**config.mk**
```make
export PLATFORM = sky130hd
export DESIGN_NAME = hht_ctrl
export DESIGN_NICKNAME = d
export VERILOG_FILES = /design/src/hdl/hht_pkg.sv /design/src/hdl/hht_ctrl.sv
export SDC_FILE = /design/constraint.sdc
export NUM_CORES = 1
export LEC_CHECK = 0
export BUFFER_PORTS_ARGS = -buffer_cell sky130_fd_sc_hd__clkbuf_2
export CAP_MARGIN = 20
export CORE_MARGIN = 2
export CORE_UTILIZATION = 30
export DETAILED_ROUTE_END_ITERATION = 8
export GPL_ROUTABILITY_DRIVEN = 1
export GPL_TIMING_DRIVEN = 1
export PLACE_DENSITY = 0.54
export SYNTH_ARGS = -nofsm -noshare
export SYNTH_HDL_FRONTEND = slang
export SYNTH_SLANG_ARGS = --single-unit
export TNS_END_PERCENT = 1
```
**constraint.sdc**
```tcl
create_clock -name clk -period 3.5 [get_ports clk]
set_clock_uncertainty 0.1 [all_clocks]
set_input_delay 0.525 -clock clk [delete_from_list [all_inputs] [get_ports clk]]
set_output_delay 0.525 -clock clk [all_outputs]
set_load 0.1 [all_outputs]
```
**src/hdl/hht_pkg.sv**
```systemverilog
// ----------------------------------------------------------------------------
// hht_pkg
// Types, codes and fixed field widths shared by the hopscotch hash table.
// ----------------------------------------------------------------------------
`default_nettype none

package hht_pkg;

	localparam int KIND_W   = 2;
	localparam int KEY_W    = 31;
	localparam int VAL_W    = 32;
	localparam int STATUS_W = 2;
	localparam int MOD_W    = 2;

	localparam logic [KIND_W-1:0] KIND_INSERT = 2'd0;
	localparam logic [KIND_W-1:0] KIND_LOOKUP = 2'd1;
	localparam logic [KIND_W-1:0] KIND_REMOVE = 2'd2;
	localparam logic [KIND_W-1:0] KIND_RSVD   = 2'd3;

	localparam logic [STATUS_W-1:0] ST_OK     = 2'd0;
	localparam logic [STATUS_W-1:0] ST_DUP    = 2'd1;
	localparam logic [STATUS_W-1:0] ST_ABSENT = 2'd2;
	localparam logic [STATUS_W-1:0] ST_FULL   = 2'd3;

	typedef struct packed {
		logic [KIND_W-1:0] kind;
		logic [KEY_W-1:0]  key;
		logic [VAL_W-1:0]  value;
	} in_item_t;

	typedef struct packed {
		logic [STATUS_W-1:0] status;
		logic [VAL_W-1:0]    value_out;
	} out_item_t;

	typedef enum logic [4:0] {
		S_CLEAR, S_IDLE, S_MOD, S_HOME,
		S_SC_RD, S_SC_CHK, S_PR_RD, S_PR_CHK,
		S_DIST, S_MV_RD, S_MV_CHK, S_MV_KRD, S_MV_WR1, S_MV_WR2,
		S_FIN_RD, S_FIN_WR,
		S_RM_MRD, S_RM_MLD, S_RM_RD, S_RM_CHK,
		S_RESP
	} state_t;

	typedef struct packed {
		logic                load_item;
		logic                mod_step;
		logic                home_ld;
		logic                pos_home;
		logic                pos_inc;
		logic                clr_wr;
		logic                key_sel_src;
		logic                map_sel_base;
		logic                bits_ld;
		logic                rm_hit;
		logic                hole_ld;
		logic                dist_ld;
		logic                mv_chk;
		logic                mv_wr1;
		logic                mv_wr2;
		logic                fin_wr;
		logic                code_ld;
		logic [STATUS_W-1:0] code;
		logic                res_load;
	} cmd_t;

	typedef struct packed {
		logic [KIND_W-1:0] kind;
		logic              key_zero;
		logic              mod_last;
		logic              clr_last;
		logic              scan_last;
		logic              probe_last;
		logic              key_hit;
		logic              key_empty;
		logic              bit_hit;
		logic              dist_far;
		logic              mv_found;
		logic              span_last;
	} stat_t;

endpackage

`default_nettype wire

```
**src/hdl/hht_ctrl.sv**
```systemverilog
// ----------------------------------------------------------------------------
// hht_ctrl
// Sequencer for clear, hashing, scan, probe, displacement and remove.
// ----------------------------------------------------------------------------
`default_nettype none

module hht_ctrl (
	input  wire logic           clk,
	input  wire logic           arst_n,
	input  wire logic           in_valid,
	output logic                in_ready,
	output logic                out_valid,
	input  wire logic           out_ready,
	input  wire hht_pkg::stat_t stat,
	output hht_pkg::cmd_t       cmd
);

	hht_pkg::state_t state_q, state_d;
	logic            out_valid_q;

	always_ff @(posedge clk or negedge arst_n) begin
		if (!arst_n) begin
			state_q     <= hht_pkg::S_CLEAR;
			out_valid_q <= 1'b0;
		end else begin
			state_q <= state_d;
			if (cmd.res_load) begin
				out_valid_q <= 1'b1;
			end else if (out_ready) begin
				out_valid_q <= 1'b0;
			end
		end
	end

	assign in_ready  = (state_q == hht_pkg::S_IDLE);
	assign out_valid = out_valid_q;

	always_comb begin
		state_d = state_q;
		unique case (state_q)
			hht_pkg::S_CLEAR: if (stat.clr_last) state_d = hht_pkg::S_IDLE;
			hht_pkg::S_IDLE:  if (in_valid) state_d = hht_pkg::S_MOD;
			hht_pkg::S_MOD:   if (stat.mod_last) state_d = hht_pkg::S_HOME;
			hht_pkg::S_HOME: begin
				if (stat.key_zero) begin
					state_d = hht_pkg::S_RESP;
				end else if (stat.kind == hht_pkg::KIND_INSERT ||
						stat.kind == hht_pkg::KIND_LOOKUP) begin
					state_d = hht_pkg::S_SC_RD;
				end else if (stat.kind == hht_pkg::KIND_REMOVE) begin
					state_d = hht_pkg::S_RM_MRD;
				end else begin
					state_d = hht_pkg::S_RESP;
				end
			end
			hht_pkg::S_SC_RD: state_d = hht_pkg::S_SC_CHK;
			hht_pkg::S_SC_CHK: begin
				if (stat.key_hit) begin
					state_d = hht_pkg::S_RESP;
				end else if (stat.scan_last) begin
					state_d = (stat.kind == hht_pkg::KIND_LOOKUP) ?
						hht_pkg::S_RESP : hht_pkg::S_PR_RD;
				end else begin
					state_d = hht_pkg::S_SC_RD;
				end
			end
			hht_pkg::S_PR_RD: state_d = hht_pkg::S_PR_CHK;
			hht_pkg::S_PR_CHK: begin
				if (stat.key_empty) begin
					state_d = hht_pkg::S_DIST;
				end else if (stat.probe_last) begin
					state_d = hht_pkg::S_RESP;
				end else begin
					state_d = hht_pkg::S_PR_RD;
				end
			end
			hht_pkg::S_DIST: state_d = stat.dist_far ? hht_pkg::S_MV_RD : hht_pkg::S_FIN_RD;
			hht_pkg::S_MV_RD: state_d = hht_pkg::S_MV_CHK;
			hht_pkg::S_MV_CHK: begin
				if (stat.mv_found) begin
					state_d = hht_pkg::S_MV_KRD;
				end else if (stat.span_last) begin
					state_d = hht_pkg::S_RESP;
				end else begin
					state_d = hht_pkg::S_MV_RD;
				end
			end
			hht_pkg::S_MV_KRD: state_d = hht_pkg::S_MV_WR1;
			hht_pkg::S_MV_WR1: state_d = hht_pkg::S_MV_WR2;
			hht_pkg::S_MV_WR2: state_d = hht_pkg::S_DIST;
			hht_pkg::S_FIN_RD: state_d = hht_pkg::S_FIN_WR;
			hht_pkg::S_FIN_WR: state_d = hht_pkg::S_RESP;
			hht_pkg::S_RM_MRD: state_d = hht_pkg::S_RM_MLD;
			hht_pkg::S_RM_MLD: state_d = hht_pkg::S_RM_RD;
			hht_pkg::S_RM_RD:  state_d = hht_pkg::S_RM_CHK;
			hht_pkg::S_RM_CHK: begin
				if ((stat.bit_hit && stat.key_hit) || stat.scan_last) begin
					state_d = hht_pkg::S_RESP;
				end else begin
					state_d = hht_pkg::S_RM_RD;
				end
			end
			hht_pkg::S_RESP: if (!out_valid_q || out_ready) state_d = hht_pkg::S_IDLE;
			default: state_d = hht_pkg::S_CLEAR;
		endcase
	end

	always_comb begin
		cmd = '0;
		unique case (state_q)
			hht_pkg::S_CLEAR: begin
				cmd.clr_wr  = 1'b1;
				cmd.pos_inc = 1'b1;
			end
			hht_pkg::S_IDLE: cmd.load_item = in_valid;
			hht_pkg::S_MOD:  cmd.mod_step = 1'b1;
			hht_pkg::S_HOME: begin
				cmd.home_ld = 1'b1;
				cmd.code_ld = 1'b1;
				cmd.code    = hht_pkg::ST_ABSENT;
			end
			hht_pkg::S_SC_RD: ;
			hht_pkg::S_SC_CHK: begin
				if (stat.key_hit) begin
					cmd.code_ld = 1'b1;
					cmd.code    = (stat.kind == hht_pkg::KIND_LOOKUP) ?
						hht_pkg::ST_OK : hht_pkg::ST_DUP;
				end else if (stat.scan_last) begin
					cmd.pos_home = 1'b1;
				end else begin
					cmd.pos_inc = 1'b1;
				end
			end
			hht_pkg::S_PR_RD: ;
			hht_pkg::S_PR_CHK: begin
				if (stat.key_empty) begin
					cmd.hole_ld = 1'b1;
				end else if (stat.probe_last) begin
					cmd.code_ld = 1'b1;
					cmd.code    = hht_pkg::ST_FULL;
				end else begin
					cmd.pos_inc = 1'b1;
				end
			end
			hht_pkg::S_DIST: cmd.dist_ld = 1'b1;
			hht_pkg::S_MV_RD: cmd.map_sel_base = 1'b1;
			hht_pkg::S_MV_CHK: begin
				cmd.map_sel_base = 1'b1;
				cmd.mv_chk       = 1'b1;
				if (!stat.mv_found && stat.span_last) begin
					cmd.code_ld = 1'b1;
					cmd.code    = hht_pkg::ST_FULL;
				end
			end
			hht_pkg::S_MV_KRD: cmd.key_sel_src = 1'b1;
			hht_pkg::S_MV_WR1: begin
				cmd.key_sel_src = 1'b1;
				cmd.mv_wr1      = 1'b1;
			end
			hht_pkg::S_MV_WR2: cmd.mv_wr2 = 1'b1;
			hht_pkg::S_FIN_RD: ;
			hht_pkg::S_FIN_WR: begin
				cmd.fin_wr  = 1'b1;
				cmd.code_ld = 1'b1;
				cmd.code    = hht_pkg::ST_OK;
			end
			hht_pkg::S_RM_MRD: ;
			hht_pkg::S_RM_MLD: cmd.bits_ld = 1'b1;
			hht_pkg::S_RM_RD:  ;
			hht_pkg::S_RM_CHK: begin
				if (stat.bit_hit && stat.key_hit) begin
					cmd.rm_hit  = 1'b1;
					cmd.code_ld = 1'b1;
					cmd.code    = hht_pkg::ST_OK;
				end else if (!stat.scan_last) begin
					cmd.pos_inc = 1'b1;
				end
			end
			hht_pkg::S_RESP: cmd.res_load = !out_valid_q || out_ready;
			default: ;
		endcase
	end

	a_clear_blocks: assert property (@(posedge clk) disable iff (!arst_n)
		(state_q == hht_pkg::S_CLEAR) |-> !in_ready)
		else $error("item taken during clearing pass");

	a_accept_hash: assert property (@(posedge clk) disable iff (!arst_n)
		(in_valid && in_ready) |=> (state_q == hht_pkg::S_MOD))
		else $error("accepted item did not start hashing");

	a_load_free: assert property (@(posedge clk) disable iff (!arst_n)
		cmd.res_load |-> (!out_valid_q || out_ready))
		else $error("result overwritten before it was taken");

	a_resp_once: assert property (@(posedge clk) disable iff (!arst_n)
		cmd.res_load |=> (state_q == hht_pkg::S_IDLE))
		else $error("result loaded without return to idle");

endmodule

`default_nettype wire

```
==> metrics.txt <==
# TYPE chip_impl_metric gauge
chip_impl_info{name="result_of_the_run",value="completed"} 1
chip_impl_metric{name="p_leak",unit="nW"} 0.534
chip_impl_info{name="synth_most_common_cell",value="nor2_1"} 1
chip_impl_info{name="cts_tree",value="done"} 1
chip_impl_metric{name="numCtsBuffers",unit=""} 3
chip_impl_info{name="list_of_cells_traversed_by_the_critical_path",value="nand3_4 > or4_4 > o22a_1 > and2_4 > o221ai_2 > clkbuf_2"} 1
chip_impl_metric{name="grt_remaining_overflow",unit=""} 0
chip_impl_metric{name="cts_repair_resize_count",unit=""} 0
chip_impl_metric{name="initial_core_util",unit="%"} 31.8
chip_impl_metric{name="ys_ff_latch",unit=""} 6
chip_impl_metric{name="grt_start_max_net_pins",unit=""} 29
chip_impl_metric{name="floorplan.die.width",unit="µm"} 58.3
chip_impl_metric{name="post_synth_num_cell_types",unit=""} 40
chip_impl_metric{name="max_cap_viol_count",unit=""} 0
chip_impl_metric{name="final.min_clock_period",unit="ns"} 2.90
chip_impl_metric{name="synth_cells",unit=""} 125
chip_impl_metric{name="clockBufferDepth",unit=""} 2
chip_impl_metric{name="avgSynthCellArea",unit="µm²"} 7.08
chip_impl_info{name="synth_commonest_cells",value="16 x nor2_1, 12 x nand2_1, 10 x nor3_1"} 1
chip_impl_info{name="worst_hold_path_type",value="in2async"} 1
chip_impl_metric{name="syn2layout_area_growth",unit="%"} 26.9
chip_impl_info{name="yosys-top-cells-area",value="dfrtp_1 17%, nor2_1 6.8%, nand2b_1 5.7%"} 1
chip_impl_metric{name="antenna_left",unit=""} 0
chip_impl_metric{name="post_synth_instance_area",unit="µm²"} 885
chip_impl_metric{name="final_weighted_congestion_of_routability_driven_global_placement",unit=""} 0.891
chip_impl_metric{name="vias_per_cell",unit=""} 5.50
chip_impl_metric{name="synthesis.nets",unit=""} 142
chip_impl_metric{name="placement.io_buffers",unit=""} 38
chip_impl_metric{name="drt_pre_antenna_iters",unit=""} 4
chip_impl_metric{name="wire_per_inst",unit="µm"} 15.2
chip_impl_metric{name="fraction_of_layout_instances_using_a_drive_strength_above_1",unit="%"} 34.0
chip_impl_metric{name="synthArstFlopShare",unit="%"} 100
chip_impl_metric{name="first_pass_grt_wire_length",unit="µm"} 5000
chip_impl_metric{name="routed_wirelength",unit="µm"} 2930
chip_impl_metric{name="wp_data_required",unit="ns"} 2.87
chip_impl_metric{name="latest_clock_arrival_within_the_worst_skew_pair",unit="ns"} 0.25
chip_impl_metric{name="yosysWarnings",unit=""} 0
chip_impl_metric{name="dp_cells",unit=""} 189
chip_impl_metric{name="cts.htree.levels",unit=""} 1
chip_impl_metric{name="design.final.nets",unit=""} 181
chip_impl_metric{name="final_core_util",unit="%"} 40.4
chip_impl_metric{name="floorplan.io_pins",unit=""} 39
chip_impl_info{name="slowest_stage",value="dfrtp_1"} 1
chip_impl_info{name="clock-root-buffer",value="clkbuf_4"} 1
chip_impl_metric{name="initial_antenna_violation_count",unit=""} 0
chip_impl_metric{name="cp_slowest_stage_delay",unit="ns"} 0.53
chip_impl_info{name="rsz0062_at_grt",value="no"} 1
chip_impl_metric{name="globalRouteTotalUtil",unit="%"} 18.6
chip_impl_metric{name="timing.final.setup_violations",unit=""} 0
chip_impl_metric{name="drv_slew",unit=""} 0
chip_impl_metric{name="finish.cell_count_without_fillers",unit=""} 193
chip_impl_metric{name="fp.coreArea",unit="µm²"} 2780
chip_impl_metric{name="netlist.area_leader.share",unit="%"} 17.0
chip_impl_metric{name="antenna_cells_inserted",unit=""} 0
chip_impl_metric{name="drt-initial-drc-count",unit=""} 51
chip_impl_metric{name="critical_path_peak_fanout",unit=""} 8
chip_impl_metric{name="grt_pass1_vias",unit=""} 1050
chip_impl_metric{name="report.final.hold_viol_count",unit=""} 0
chip_impl_metric{name="tightestPinTransition",unit="ns"} 0.549
chip_impl_metric{name="post_cts_buffers",unit=""} 0
chip_impl_metric{name="powerDensity",unit="nW/µm²"} 1090
chip_impl_info{name="timing.critical_path.from_type",value="flop"} 1
chip_impl_metric{name="worst_path_clk_slew",unit="ns"} 0.05
chip_impl_metric{name="die-area",unit="µm²"} 3400
chip_impl_info{name="endpoint_kind",value="output port"} 1
chip_impl_metric{name="detailed_place_hpwl",unit="µm"} 2270
chip_impl_info{name="cpLargestDelayFamily",value="simple AND/OR/NAND/NOR gates"} 1
chip_impl_metric{name="die_height",unit="µm"} 58.3
chip_impl_metric{name="crit_arrival",unit="ns"} 2.27
chip_impl_metric{name="placement_rows",unit=""} 19
chip_impl_metric{name="numClockSinks",unit=""} 6
chip_impl_metric{name="worstPathBufferInverterCount",unit=""} 1
chip_impl_info{name="dominantRegCellSynth",value="dfrtp_1"} 1
chip_impl_info{name="cp_class",value="reg2out"} 1
chip_impl_metric{name="slew-limit-headroom",unit="%"} 63.6
chip_impl_metric{name="max-vdd-ir-drop",unit="µV"} 651
chip_impl_metric{name="synth_seq_area_share",unit="%"} 17.0
chip_impl_metric{name="drc_errors",unit=""} 0
chip_impl_metric{name="period_share",unit="%"} 82.8
chip_impl_metric{name="fmax",unit="MHz"} 345
chip_impl_metric{name="num_vias",unit=""} 1062
chip_impl_metric{name="number_of_enable_type_register_cells_in_the_synthesized_netlist",unit=""} 0
chip_impl_info{name="synthDominantAreaCellType",value="dfrtp_1"} 1
-- layout by cell type, fill, tap and decap left out, types with 3 or more instances in the layout --
master	n
nor4_1	3
nand2b_1	8
nand2_1	12
clkbuf_4	3
clkbuf_2	38
a31oi_1	3
dfrtp_1	6
buf_4	5
nand3_1	5
o21ai_0	3
inv_1	7
nor2_1	16
a21oi_1	4
a211oi_1	3
nor2b_1	5
nor3_1	9
-- final timing paths --
| path | startpoint | end | slack (ns) | depth (start not counted) |
|---|---|---|---|---|
| worst max-delay path | state_q[2] | cmd[3] | 0.60 | 6 |
| worst min-delay path | arst_n | state_q[4] | 0.53 | 2 |
| worst max register to register | state_q[0] | state_q[0] | 1.54 | 6 |
| worst min register to register | out_valid | out_valid | 0.65 | 2 |
| max in group asynchronous | arst_n | state_q[3] | 2.61 | 2 |
| min in group clk | stat[9] | state_q[1] | 0.53 | 3 |
-- metrics by stage --
step | power, W | worst slack [ns] | hold slack, ns | TNS, ns | cell area [µm²]
6_report | 0.00123 | 0.601 | 0.532 | 0 | 1120
5_1_grt | 0.00131 | 0.504 | 0.548 | 0 | 1120
4_1_cts | 0.00122 | 0.614 | 0.529 | 0 | 1120
3_5_place_dp | 0.00115 | 0.818 | 0.260 | 0 | 1090
3_3_place_gp | 0.00115 | 0.825 | 0.262 | 0 | 1090
2_1_floorplan | 0.000999 | -0.0565 | 0.129 | -0.154 | 890
-- cell families (layout without fill, tap and decap cells) --
group,after synthesis,after routing,share of synthesized area [%]
AO/OA/AOI/OAI,26,26,22.8
XOR/XNOR,2,2,1.98
buffers and inverters,17,54,10.5
flip-flops,6,6,17.0
multiplexers,2,2,2.26
AND/OR/NAND/NOR,72,72,45.5
-- final cells by class --
cell class                 instances  area (µm²)
clock buffer                       3        22.5
fill                             292        1660
inverter                           7        26.3
multi-input combinational        102         647
sequential                         6         150
tap                               31        38.8
timing repair buffer              44         238
-- repair_timing --
item	in CTS	in global routing
hold buffers	1	0
endpoints found under the hold margin	3	0
endpoints found under the setup margin	0	0
-- power by group --
| part | switching, W | leakage (nW) | total [W] | internal, W |
|---|---|---|---|---|
| combinational | 0.000768 | 0.442 | 0.00102 | 0.000252 |
| clock | 0.0000272 | 0.0138 | 0.0000661 | 0.0000389 |
| sequential | 0.0000428 | 0.0776 | 0.000141 | 0.0000983 |
-- registers in the layout, summed over array words and instances, names as in the netlist --
signal     count
state_q        5
out_valid      1
-- metal layers --
layer / vias up / routed length (µm) / track usage, %
met2: 35 / 1370 / 28.7
met4: 0 / 12 / 4.32
met5: - / 0 / 0
met1: 492 / 1380 / 26.2
met3: 2 / 164 / 4.18
li1: 533 / - / -
Note: power is estimated with default switching activity, not from simulation.
